[src/scalar_serializer_varint_zigzag_core_macros.svh]
// assertion helpers shared by the serializer rtl
`ifndef SCALAR_SERIALIZER_VARINT_ZIGZAG_CORE_MACROS_SVH
`define SCALAR_SERIALIZER_VARINT_ZIGZAG_CORE_MACROS_SVH

// consequent checked in the same cycle
`define SSVZ_ASSERT_SAME(label, ante, cons, msg) \
	label: assert property (@(posedge clk) disable iff (!arst_n) (ante) |-> (cons)) \
		else $error(msg);

// consequent checked in the next cycle
`define SSVZ_ASSERT_NEXT(label, ante, cons, msg) \
	label: assert property (@(posedge clk) disable iff (!arst_n) (ante) |=> (cons)) \
		else $error(msg);

`endif

[src/ssvz_pkg.sv]
package ssvz_pkg;

	localparam int unsigned ValueWidth = 64;
	localparam int unsigned CmdWidth   = 3;
	localparam int unsigned ByteWidth  = 8;
	localparam int unsigned GroupBits  = 7;
	localparam int unsigned MaxGroups  = 8;
	localparam int unsigned CountWidth = 4;

	localparam logic [ByteWidth-1:0] ContBit = 8'h80;

	typedef enum logic [CmdWidth-1:0] {
		CMD_FIXED1  = 3'd0,
		CMD_FIXED4  = 3'd1,
		CMD_FIXED8  = 3'd2,
		CMD_VAR_U32 = 3'd3,
		CMD_VAR_S32 = 3'd4,
		CMD_VAR_U64 = 3'd5,
		CMD_VAR_S64 = 3'd6
	} cmd_t;

	// what the shifter starts from for one item
	typedef struct packed {
		logic                  valid;
		logic                  fixed;
		logic [2:0]            last_idx;
		logic [ValueWidth-1:0] value;
	} load_t;

	typedef struct packed {
		logic load;
		logic advance;
	} ctrl_t;

	typedef struct packed {
		logic [ByteWidth-1:0] data;
		logic                 last;
	} stat_t;

endpackage

[src/ssvz_map.sv]
module ssvz_map (
	input  logic [ssvz_pkg::CmdWidth-1:0]   command,
	input  logic [ssvz_pkg::ValueWidth-1:0] value,
	output ssvz_pkg::load_t                 ld
);

	logic [31:0] lo;

	assign lo = value[31:0];

	always_comb begin
		ld.valid    = 1'b1;
		ld.fixed    = 1'b0;
		ld.last_idx = 3'd0;
		ld.value    = value;
		case (command)
			ssvz_pkg::CMD_FIXED1: begin
				ld.fixed    = 1'b1;
				ld.last_idx = 3'd0;
			end
			ssvz_pkg::CMD_FIXED4: begin
				ld.fixed    = 1'b1;
				ld.last_idx = 3'd3;
			end
			ssvz_pkg::CMD_FIXED8: begin
				ld.fixed    = 1'b1;
				ld.last_idx = 3'd7;
			end
			ssvz_pkg::CMD_VAR_U32: begin
				ld.value = {32'd0, lo};
			end
			ssvz_pkg::CMD_VAR_S32: begin
				// zigzag at 32 bits
				ld.value = {32'd0, {lo[30:0], 1'b0} ^ {32{lo[31]}}};
			end
			ssvz_pkg::CMD_VAR_U64: begin
				ld.value = value;
			end
			ssvz_pkg::CMD_VAR_S64: begin
				ld.value = {value[62:0], 1'b0} ^ {64{value[63]}};
			end
			default: begin
				ld.valid = 1'b0;
			end
		endcase
	end

endmodule

[src/ssvz_shifter.sv]
module ssvz_shifter (
	input  logic            clk,
	input  logic            arst_n,
	input  ssvz_pkg::ctrl_t ctrl,
	input  ssvz_pkg::load_t ld,
	output ssvz_pkg::stat_t stat
);

	logic [ssvz_pkg::ValueWidth-1:0] value_q;
	logic [ssvz_pkg::CountWidth-1:0] count_q;
	logic                            fixed_q;
	logic [2:0]                      last_idx_q;
	logic                            more;
	logic                            ninth;

	// anything left above the low group
	assign more  = |value_q[ssvz_pkg::ValueWidth-1:ssvz_pkg::GroupBits];
	assign ninth = (count_q == ssvz_pkg::CountWidth'(ssvz_pkg::MaxGroups));

	always_comb begin
		if (fixed_q) begin
			stat.data = value_q[ssvz_pkg::ByteWidth-1:0];
			stat.last = (count_q[2:0] == last_idx_q);
		end else if (ninth) begin
			// remaining 8 bits go out whole
			stat.data = value_q[ssvz_pkg::ByteWidth-1:0];
			stat.last = 1'b1;
		end else if (more) begin
			stat.data = ssvz_pkg::ContBit | {1'b0, value_q[ssvz_pkg::GroupBits-1:0]};
			stat.last = 1'b0;
		end else begin
			stat.data = {1'b0, value_q[ssvz_pkg::GroupBits-1:0]};
			stat.last = 1'b1;
		end
	end

	always_ff @(posedge clk or negedge arst_n) begin
		if (!arst_n) begin
			count_q    <= '0;
			fixed_q    <= 1'b0;
			last_idx_q <= 3'd0;
		end else if (ctrl.load) begin
			count_q    <= '0;
			fixed_q    <= ld.fixed;
			last_idx_q <= ld.last_idx;
		end else if (ctrl.advance && !stat.last) begin
			count_q <= count_q + 1'b1;
		end
	end

	// one shared shifter, 8 bits a step for fixed, 7 for varint groups
	always_ff @(posedge clk) begin
		if (ctrl.load) begin
			value_q <= ld.value;
		end else if (ctrl.advance) begin
			value_q <= fixed_q ? (value_q >> ssvz_pkg::ByteWidth)
			                   : (value_q >> ssvz_pkg::GroupBits);
		end
	end

endmodule

[src/scalar_serializer_varint_zigzag_core.sv]
// an accepted value is loaded into the shifter, then its first byte into the output register
// each value gives n = 1..9 bytes from the single shifter, one byte per cycle while the output
// register is free to take it
// input is taken again the cycle after the final byte is registered
// reset: arst_n low clears the sequencer and output valid asynchronously
`include "scalar_serializer_varint_zigzag_core_macros.svh"

module scalar_serializer_varint_zigzag_core (
	input  logic        clk,
	input  logic        arst_n,
	input  logic        s_axis_tvalid,
	output logic        s_axis_tready,
	input  logic [63:0] s_axis_tdata,   // [63:0] value
	input  logic [2:0]  s_axis_tuser,   // [2:0] command
	output logic        m_axis_tvalid,
	input  logic        m_axis_tready,
	output logic [7:0]  m_axis_tdata,   // [7:0] out_byte
	output logic        m_axis_tlast
);

	typedef enum logic {
		ST_IDLE,
		ST_EMIT
	} state_t;

	state_t           state_q;
	logic             m_valid_q;
	logic [7:0]       m_data_q;
	logic             m_last_q;
	logic             in_xfer;
	logic             go;
	ssvz_pkg::load_t  ld;
	ssvz_pkg::ctrl_t  ctrl;
	ssvz_pkg::stat_t  stat;

	// the map turns the command into start value and byte-count rules
	ssvz_map u_map (
		.command (s_axis_tuser),
		.value   (s_axis_tdata),
		.ld      (ld)
	);

	// shared shift unit plus group counter
	ssvz_shifter u_shifter (
		.clk    (clk),
		.arst_n (arst_n),
		.ctrl   (ctrl),
		.ld     (ld),
		.stat   (stat)
	);

	assign s_axis_tready = (state_q == ST_IDLE);
	assign in_xfer       = s_axis_tvalid && s_axis_tready;

	// while emitting, a byte moves into the output register whenever that register is free
	assign go = (state_q == ST_EMIT) && (!m_valid_q || m_axis_tready);

	assign ctrl.load    = in_xfer;
	assign ctrl.advance = go;

	assign m_axis_tvalid = m_valid_q;
	assign m_axis_tdata  = m_data_q;
	assign m_axis_tlast  = m_last_q;

	always_ff @(posedge clk or negedge arst_n) begin
		if (!arst_n) begin
			state_q   <= ST_IDLE;
			m_valid_q <= 1'b0;
			m_data_q  <= '0;
			m_last_q  <= 1'b0;
		end else begin
			// output register drains on a transfer unless refilled below
			if (m_axis_tready && !go) begin
				m_valid_q <= 1'b0;
			end
			case (state_q)
				ST_IDLE: begin
					// unused command is swallowed with no output
					if (in_xfer && ld.valid) begin
						state_q <= ST_EMIT;
					end
				end
				ST_EMIT: begin
					if (go) begin
						m_valid_q <= 1'b1;
						m_data_q  <= stat.data;
						m_last_q  <= stat.last;
						if (stat.last) begin
							state_q <= ST_IDLE;
						end
					end
				end
				default: begin
					state_q <= ST_IDLE;
				end
			endcase
		end
	end

	`SSVZ_ASSERT_NEXT(a_start_emit, in_xfer && ld.valid, state_q == ST_EMIT,
		"valid command did not start emission")
	`SSVZ_ASSERT_NEXT(a_drop_unused, in_xfer && !ld.valid, state_q == ST_IDLE,
		"unused command started emission")
	`SSVZ_ASSERT_NEXT(a_go_fills, go, m_valid_q && m_last_q == $past(stat.last),
		"emitted byte not registered")
	`SSVZ_ASSERT_SAME(a_busy_no_take, state_q == ST_EMIT, !in_xfer,
		"input taken while emitting")

endmodule

[config.mk]
export PLATFORM = sky130hd
export DESIGN_NAME = scalar_serializer_varint_zigzag_core
export DESIGN_NICKNAME = d
export VERILOG_FILES = /design/src/ssvz_pkg.sv /design/src/ssvz_map.sv /design/src/ssvz_shifter.sv /design/src/scalar_serializer_varint_zigzag_core.sv
export VERILOG_INCLUDE_DIRS = /design/src /design/src/src
export SDC_FILE = /design/constraint.sdc
export NUM_CORES = 1
export LEC_CHECK = 0
export BUFFER_PORTS_ARGS = -buffer_cell sky130_fd_sc_hd__buf_2
export CAP_MARGIN = 40
export CORE_MARGIN = 2
export CORE_UTILIZATION = 40
export CTS_BUF_LIST = sky130_fd_sc_hd__clkbuf_16
export DETAILED_ROUTE_END_ITERATION = 8
export PLACE_DENSITY = 0.58
export SLEW_MARGIN = 20
export SYNTH_ARGS = -nofsm -noshare
export SYNTH_HDL_FRONTEND = slang
export SYNTH_SLANG_ARGS = --single-unit
[constraint.sdc]
create_clock -name clk -period 4 [get_ports clk]
set_clock_uncertainty 0.1 [all_clocks]
set_input_delay 0.2 -clock clk [delete_from_list [all_inputs] [get_ports clk]]
set_output_delay 0.2 -clock clk [all_outputs]
set_load 0.005 [all_outputs]
# Word level (Yosys, flattened, before mapping)

Index checks and enable logic that the tools add are counted.
Widths: inputs -> output; s select.

Bitwise operators: 3
Equal/unequal tests: 8
$add $sub $neg: 1
Reduce and logical (&&, ||, !) cells: 15
Multiplexer cells: 18

Operators with widths:

| cell                | number |
|---|---|
| $pmux 64 s3         | 1 |
| $mux 64             | 2 |
| $xor 64x64->64      | 1 |
| $mux 57             | 1 |
| $reduce_or 57->1    | 1 |
| $xor 32x32->32      | 1 |
| $mux 9              | 3 |
| $pmux 4 s3          | 1 |
| $eq 3x3->1 const B  | 3 |
| $mux 4              | 2 |
| $mux 1              | 7 |
| $reduce_or 7->1     | 1 |
| $eq 3x2->1 const B  | 2 |
| $logic_and 1x1->1   | 5 |
| $add 4x1->4 const B | 1 |
| $eq 4x4->1 const B  | 1 |
| $reduce_bool 2->1   | 2 |
| $eq 3x1->1 const B  | 1 |
| $eq 3x3->1          | 1 |
| $logic_not 1->1     | 3 |
| $logic_not 3->1     | 1 |
| $pmux 1 s2          | 1 |
| $reduce_and 2->1    | 1 |
| $logic_or 1x1->1    | 1 |
| $not 1->1           | 1 |

Register bits after elaboration: 83
Output and inout port bits: 11
Input port bits: 71
Logic and storage cells: 53

# Longest topological paths before layout

Gate-level depths: netlist of run 1.

Depth in word-level cells: 8
Mapped depth: 7
Gate-level depth less buffers: 7

# Cells and area by module

A second synthesis of run 1 with hierarchy kept.

Cells, all modules: 580
Area total of the unflattened synthesis: 5721.7 µm²

By module, submodules not included:

| module                               | cells an instance | area an instance (µm²) | times used |
|---|---|---|---|
| ssvz_shifter                         | 354               | 3872.5                 | 1 |
| ssvz_map                             | 198               | 1376.3                 | 1 |
| scalar_serializer_varint_zigzag_core | 28                | 473.0                  | 1 |

# Least setup slack after synthesis of run 1

No wires, ideal clock.

Path kind: register to register
From: register state_q
To: register u_shifter.value_q[0] in the netlist's numbering (enable)
Library setup time: 0.688 ns
Slack: 0.966 ns
Clock period less this slack: 3.034 ns
Data required time: 3.212 ns
Path buffers: 2
Stages on the path, launching flop included: 6
Data arrival time: 2.246 ns
Cells stage by stage: dfrtp_1 -> inv_1 -> nand2_1 -> clkbuf_1 -> clkbuf_1 -> nand2_1

Cells in the longest elaborated chain, start to end: 3
Elaborated cells between the ends (all ways): 4

Ends and longest elaborated chain:

| element                     | RTL line                                   | text |
|---|---|---|
| from (decl)                 | scalar_serializer_varint_zigzag_core.sv:26 | `state_t state_q;` |
| from (signal assigned)      | scalar_serializer_varint_zigzag_core.sv:67 | `state_q <= ST_IDLE;` |
| from (signal assigned)      | scalar_serializer_varint_zigzag_core.sv:80 | `state_q <= ST_EMIT;` |
| from (signal assigned)      | scalar_serializer_varint_zigzag_core.sv:89 | `state_q <= ST_IDLE;` |
| $not 1->1                   | --                                         |  |
| net s_axis_tready           | scalar_serializer_varint_zigzag_core.sv:12 | `output logic s_axis_tready,` |
| $logic_and 1x1->1           | scalar_serializer_varint_zigzag_core.sv:53 | `assign in_xfer = s_axis_tvalid && s_axis_tready;` |
| $reduce_bool 2->1 (no line) | --                                         |  |
| to (signal assigned)        | ssvz_shifter.sv:54                         | `value_q <= ld.value;` |
| to (signal assigned)        | ssvz_shifter.sv:56                         | `value_q <= fixed_q ? (value_q >> ssvz_pkg::ByteWidth)` |
| to (decl)                   | ssvz_shifter.sv:9                          | `logic [ssvz_pkg::ValueWidth-1:0] value_q;` |

The timed path passes the listed nets, and every way through them passes these cells.
A chain may end at the register's enable or synchronous reset.

# Worst setup path in the final report of run 1

From: register state_q
To: register u_shifter.value_q[30] in the netlist's numbering, data pin

Cells in the longest elaborated chain, start to end: 3

Ends and longest elaborated chain:

| element           | RTL line                                   | text |
|---|---|---|
| $not 1->1         | --                                         |  |
| $logic_and 1x1->1 | scalar_serializer_varint_zigzag_core.sv:53 |  |
| $mux 64           | ssvz_shifter.sv:53                         | `if (ctrl.load) begin` |

Every way passes these cells.

==> impl_metrics.env, run 1 <==
export IMPL_status="finished clean"
export IMPL_gp_congestion=0.806
export IMPL_period_share_pct=53.7
export IMPL_dieArea_sq_mm=0.0140
export IMPL_clock_path_buffers=2
export IMPL_rsz0062_at_grt="false"
export IMPL_core_sq_mm=0.0127
export IMPL_synth_edff_count=64
export IMPL_cts_root_buf="clkbuf_16"
export IMPL_synth_common_cells="edfxtp_1 (64), xor2_1 (62), mux2i_1 (60)"
export IMPL_sw_frac_of_total_pct=36.0
export IMPL_antenna_found_initial=0
export IMPL_h_tree_depth=3
export IMPL_async_reset_ff_share_pct=22.0
export IMPL_grt_util_all_layers_pct=18.3
export IMPL_vdd_drop_max_mv=0.302
export IMPL_initial_core_util_pct=41.2
export IMPL_worst_slew_pin_slew_ns=0.774
export IMPL_place_area_sq_mm=0.00572
export IMPL_switchingPower_mw=1.58
export IMPL_p_leak_nw=2.38
export IMPL_fp_row_count=41
export IMPL_synth_seq_cells=82
export IMPL_diodes=0
export IMPL_die_w_um=118
export IMPL_clock_power_share_pct=19.5
export IMPL_setup_ws_ns=1.85
export IMPL_dp_hpwl_mm=8.46
export IMPL_hold_path_class="in -> reg"
export IMPL_max_freq_mhz=465
export IMPL_p_seq_share_pct=44.3
export IMPL_grt_pass1_wl_mm=20.5
export IMPL_io_pins=82
export IMPL_tns_ns=0
export IMPL_yosysTopAreaCell="edfxtp_1"
export IMPL_cp_end_kind="flop"
export IMPL_hold_viol=0
export IMPL_final_cell_area_sq_mm=0.00607
export IMPL_post_drt_wl_per_cell_um=16.5
export IMPL_yosys_cell_count_top_type="edfxtp_1"
export IMPL_critPathArrivalTime_ns=2.12
export IMPL_drv_cap=0
export IMPL_ys_warn_count=0
export IMPL_synth_cell_types=36
export IMPL_regArea_sq_mm=0.00237
export IMPL_syn_avg_cell_area_sq_um=10.3
export IMPL_rr_startpoint="state_q$_DFF_PN0_"
export IMPL_via_count=4027
export IMPL_multi_input_area_sq_mm=0.00262
export IMPL_die_y_um=118
export IMPL_ctsResizeCount=0
export IMPL_post_place_ws_ns=1.74
export IMPL_fin_cells=742
export IMPL_overflow=0
export IMPL_cp_max_fo=54
export IMPL_drive_above_1_share_pct=19.8
export IMPL_crit_chain="inv_1 > nand2_4 > buf_4 > a211oi_1 > a21oi_1"
export IMPL_slowest_stage="buf_4"
export IMPL_cts_setup_buffers=0
export IMPL_setup_viol=0
export IMPL_grt_max_degree=65
export IMPL_dp_cells=724
export IMPL_slew_viol_final=0
export IMPL_seq_area_frac_synth_pct=45.4
export IMPL_worstPathRequired_ns=3.97
export IMPL_synth_top_area_share_pct=36.8
export IMPL_p_per_area_mw_per_mm2=723
export IMPL_path_class="reg -> reg"
export IMPL_power_frac_comb_pct=36.2
export IMPL_clock_sinks=82
export IMPL_syn_to_final_growth_pct=16.2
export IMPL_fillCellCount=1214
export IMPL_synth_cells=507
export IMPL_cpPeakStageDelay_ns=0.42
export IMPL_numCtsBuffers=9
export IMPL_crit_family="buffers and inverters"
export IMPL_synthFlopType="edfxtp_1"
export IMPL_worstSetupStartpoint="state_q$_DFF_PN0_"
export IMPL_grt_pass1_vias=4031
export IMPL_critPathLaunchType="flop"
export IMPL_drtIter0Drc=297
export IMPL_port_buffers=81
export IMPL_path_clk_slew_ns=0.06
export IMPL_yosys_top_cells_area="edfxtp_1 (37%), mux2i_1 (11%), xor2_1 (10%)"
export IMPL_utilization_pct=47.9
export IMPL_relSlewSlack_pct=48.2
export IMPL_nets=639
export IMPL_finalWirelength_mm=12.3
export IMPL_viasPerCell=5.43
export IMPL_post_route_drc_count=0
export IMPL_cts_hold_buf=1
export IMPL_syn_area_sq_mm=0.00522
export IMPL_finalCriticalPeriod_ns=2.15
export IMPL_drt_pass1_iter_count=4
export IMPL_clk_insertion_delay_late_ns=0.34
export IMPL_worst_path_buf_inv=2
export IMPL_ant_nets=0
export IMPL_syn_num_nets=580
export IMPL_worstHoldStart="s_axis_tuser[2]"
export IMPL_intPower_mw=2.81
export IMPL_cts_tree="built"
==> power by group through the flow <==
stage,logic [mW],clock network [mW],registers (mW)
after floorplan,1.21,0,1.83
after global placement,1.49,0,2.00
after detailed placement,1.52,0,2.01
after CTS,1.52,0.874,2.00
after global routing,1.79,0.908,2.00
final,1.59,0.856,1.94
==> through the flow <==
| step | total power [mW] | hold slack (ns) |
|---|---|---|
| finish | 4.39 | 0.0513 |
| global route | 4.70 | 0.0648 |
| CTS | 4.39 | 0.0453 |
| detailed placement | 3.53 | 0.0738 |
| global placement | 3.49 | 0.0535 |
| floorplan | 3.04 | -0.196 |
==> cells in the final DEF, fill, tap and decap left out, drive strengths merged <==
cell type,n
buf,92
edfxtp,64
xor2,62
mux2i,61
a21oi,59
nor2,43
nand2,38
a211oi,32
a221oi,24
dfrtp,18
nor4,13
clkbuf,9
inv,8
a22oi,7
o21ai,6
nor3,4
and3,3
nand3b,2
and2,2
nand4,2
xnor2,2
o31ai,2
o211ai,2
ha,2
bufinv,2
clkinv,2
nand2b,2
nand3,1
o21bai,1
o22ai,1
a21o,1
a311oi,1
o41ai,1
dlygate4sd3,1
==> layer usage <==
| layer | vias to the layer above | part of all wire [%] | GRT usage, % |
|---|---|---|---|
| li1 | 2009 | - | - |
| met1 | 1930 | 48 | 24.9 |
| met2 | 79 | 47 | 29.6 |
| met3 | 9 | 3.9 | 3.28 |
| met4 | 0 | 1.2 | 5.87 |
| met5 | - | 0 | 0 |
==> worst paths after layout <==
path                                                  endpoint  slack (ns)  depth (start not counted)
setup / recovery               u_shifter.value_q[30]$_DFFE_PP_        1.85                          5
hold / removal             u_shifter.last_idx_q[1]$_DFFE_PN0P_        0.05                          2
hold reg to reg                    m_axis_tdata[4]$_DFFE_PN0P_        0.34                          2
max in group asynchronous        u_shifter.fixed_q$_DFFE_PN0P_        3.23                          2
min in group asynchronous              m_axis_tvalid$_DFF_PN0_        0.24                          2
setup reg to reg               u_shifter.value_q[30]$_DFFE_PP_        1.85                          5
==> cell families (layout without fill, tap and decap cells) <==
logic type,count (synthesis),in the layout,share of synthesized area [%]
buffers and inverters,51,114,4.65
adders and majority gates,2,2,0.479
AOI/OAI and AO/OA,137,137,17.2
muxes,61,61,11.9
and+or+nand+nor,110,110,9.56
DFF,82,82,45.4
xor gates and xnor gates,64,64,10.7
==> cell type report <==
class | count | share of cell area (%)
clock buffers | 9 | 3.71
clock inverters | 6 | 1.24
inverters | 6 | 0.371
multi-input cells | 374 | 43.2
flip-flops and latches | 82 | 39.1
well taps | 172 | 3.55
repair buffers | 93 | 8.80
==> flip-flops by register name, summed over array words and instances, names as in the netlist <==
register,count
m_axis_tlast,1
m_axis_tvalid,1
u_shifter.count_q,4
u_shifter.fixed_q,1
u_shifter.last_idx_q,2
m_axis_tdata,8
state_q,1
u_shifter.value_q,64
Power figures use the tool's default switching activity.
==> inputs of run 2 (changes only) <==
--- a/config.mk
+++ b/config.mk
@@ -12,7 +12,7 @@
 export CORE_UTILIZATION = 40
 export CTS_BUF_LIST = sky130_fd_sc_hd__clkbuf_16
 export DETAILED_ROUTE_END_ITERATION = 8
-export PLACE_DENSITY = 0.58
+export PLACE_DENSITY = 0.6
 export SLEW_MARGIN = 20
 export SYNTH_ARGS = -nofsm -noshare
 export SYNTH_HDL_FRONTEND = slang
==> constraint.sdc (replaced) <==
create_clock -name clk -period 1.8 [get_ports clk]
set_clock_uncertainty 0.1 [all_clocks]
set_input_delay 0.09 -clock clk [delete_from_list [all_inputs] [get_ports clk]]
set_output_delay 0.09 -clock clk [all_outputs]
set_load 0.005 [all_outputs]
==> run 2 against run 1 <==
- the run now ends with setup timing left
- clock power up 140%
- non-clock buffer count up 35
- register-to-register slack worse by 1.9 ns
- sequential power up 120%
- via count up 3.1%
- hold slack worse by 0.040 ns
- worst setup slack worse by 1.9 ns
- final cell count up 4.9%
- core utilization up 3.6 points
- critical path depth up 1
- largest cell class unchanged
- highest routed layer unchanged
==> impl_metrics.env, run 2 (synthesis gave the netlist of run 1 again) <==
export IMPL_syn_to_final_growth_pct=24.9
export IMPL_grt_max_degree=65
export IMPL_utilization_pct=51.5
export IMPL_path_class="reg -> reg"
export IMPL_clock_sinks=82
export IMPL_grt_util_all_layers_pct=17.6
export IMPL_max_freq_mhz=552
export IMPL_cp_max_fo=5
export IMPL_antenna_found_initial=0
export IMPL_final_common_cell="buf_2"
export IMPL_clock_path_buffers=2
export IMPL_viasPerCell=5.34
export IMPL_finalCriticalPeriod_ns=1.81
export IMPL_grt_pass1_vias=4042
export IMPL_violations="setup timing"
export IMPL_cts_tree="built"
export IMPL_drtIter0Drc=238
export IMPL_post_place_ws_ns=-0.147
export IMPL_setup_ws_ns=-0.0127
export IMPL_numCtsBuffers=9
export IMPL_ant_nets=0
export IMPL_fin_total_pwr_mw=10.5
export IMPL_largest_register_ffs=64
export IMPL_final_cell_area_sq_mm=0.00653
export IMPL_worst_slew_pin_slew_ns=0.437
export IMPL_clk_insertion_delay_late_ns=0.34
export IMPL_relSlewSlack_pct=70.8
export IMPL_fp_row_count=41
export IMPL_fillCellCount=1159
export IMPL_critPathLaunchType="flop"
export IMPL_drv_cap=0
export IMPL_p_per_area_mw_per_mm2=1610
export IMPL_place_area_sq_mm=0.00606
export IMPL_finalWirelength_mm=12.4
export IMPL_initial_core_util_pct=41.2
export IMPL_slew_viol_final=0
export IMPL_die_y_um=118
export IMPL_period_share_pct=101
export IMPL_drt_pass1_iter_count=4
export IMPL_p_leak_nw=2.60
export IMPL_dieArea_sq_mm=0.0140
export IMPL_tns_ns=-0.0127
export IMPL_final_cell_mix="buf_2 (81), edfxtp_1 (64), xor2_1 (62)"
export IMPL_largest_register="u_shifter.value_q"
export IMPL_rsz0062_at_grt="true"
export IMPL_vdd_drop_max_mv=0.702
export IMPL_gp_congestion=0.830
export IMPL_setup_viol=1
export IMPL_via_count=4151
export IMPL_post_drt_wl_per_cell_um=15.9
export IMPL_die_w_um=118
export IMPL_diodes=0
export IMPL_cts_root_buf="clkbuf_16"
export IMPL_overflow=0
export IMPL_critPathArrivalTime_ns=1.97
export IMPL_post_route_drc_count=0
export IMPL_hold_viol=0
export IMPL_worstPathRequired_ns=1.96
export IMPL_nets=674
export IMPL_dp_hpwl_mm=8.93
export IMPL_io_pins=82
export IMPL_drive_above_1_share_pct=26.1
export IMPL_status="finished with violations"
export IMPL_grt_pass1_wl_mm=19.9
export IMPL_hold_path_class="in -> reg"
export IMPL_h_tree_depth=3
export IMPL_core_sq_mm=0.0127
export IMPL_path_clk_slew_ns=0.07
export IMPL_cp_end_kind="flop"
export IMPL_port_buffers=81
run 2: power breakdown:
part / switching (mW) / internal [mW] / leakage, nW
Clock: 0.771 / 1.24 / 0.164
Combinational: 2.26 / 2.02 / 1.59
Sequential: 0.743 / 3.50 / 0.848
run 2: critical path, stage by stage (launching register included):
cell      delay [ns]
edfxtp_1        0.40
nor4_2          0.32
nand4_1         0.17
nor3_2          0.17
a21oi_2         0.13
o211ai_1        0.25
mux2i_1         0.21
run 2: repair_timing:
| action | 4_1_cts | 5_1_grt |
|---|---|---|
| pin swaps | 3 | 3 |
| setup buffers | 0 | 5 |
| endpoints found under the setup margin | 5 | 6 |
| hold buffers | 4 | 0 |
| resized for setup | 3 | 7 |
| endpoints found under the hold margin | 21 | 0 |
run 2: layout make-up:
cell class,count,area [sq um],area share (%)
Clock buffer,11,275,4.22
Clock inverter,5,56.3,0.863
Inverter,6,22.5,0.345
Multi-Input combinational cell,374,2690,41.2
Sequential cell,82,2370,36.4
Tap cell,172,215,3.30
Timing Repair Buffer,128,893,13.7
run 2: layer usage:
layer  track usage, %  share of wire, %  vias to the layer above
li1                 -                 -                     2079
met1             22.8                46                     1979
met2             29.8                49                       76
met3             3.38               3.5                       17
met4             5.42               1.5                        0
met5                0                 0                        -
run 2: path summary, 6_finish.rpt:
| path | slack (ns) | cells after the start | to | start |
|---|---|---|---|---|
| max reg2reg | -0.01 | 6 | u_shifter.count_q[3]$_DFFE_PN0P_ | u_shifter.value_q[19]$_DFFE_PP_ |
| max in group asynchronous | 1.13 | 2 | u_shifter.fixed_q$_DFFE_PN0P_ | arst_n |
| min | 0.01 | 3 | u_shifter.value_q[61]$_SDFFCE_PN0P_ | s_axis_tdata[61] |
| min reg2reg | 0.34 | 2 | m_axis_tdata[5]$_DFFE_PN0P_ | u_shifter.value_q[5]$_DFFE_PP_ |
| min in group asynchronous | 0.14 | 2 | m_axis_tvalid$_DFF_PN0_ | arst_n |
| max | -0.01 | 6 | u_shifter.count_q[3]$_DFFE_PN0P_ | u_shifter.value_q[19]$_DFFE_PP_ |
run 2: metrics by stage:
step,hold WS [ns],cells
after detailed placement,-0.0395,753
after global placement,-0.0461,753
after floorplan,-0.306,507
after CTS,0.000235,773
final,0.0108,778
after global routing,0.0346,778
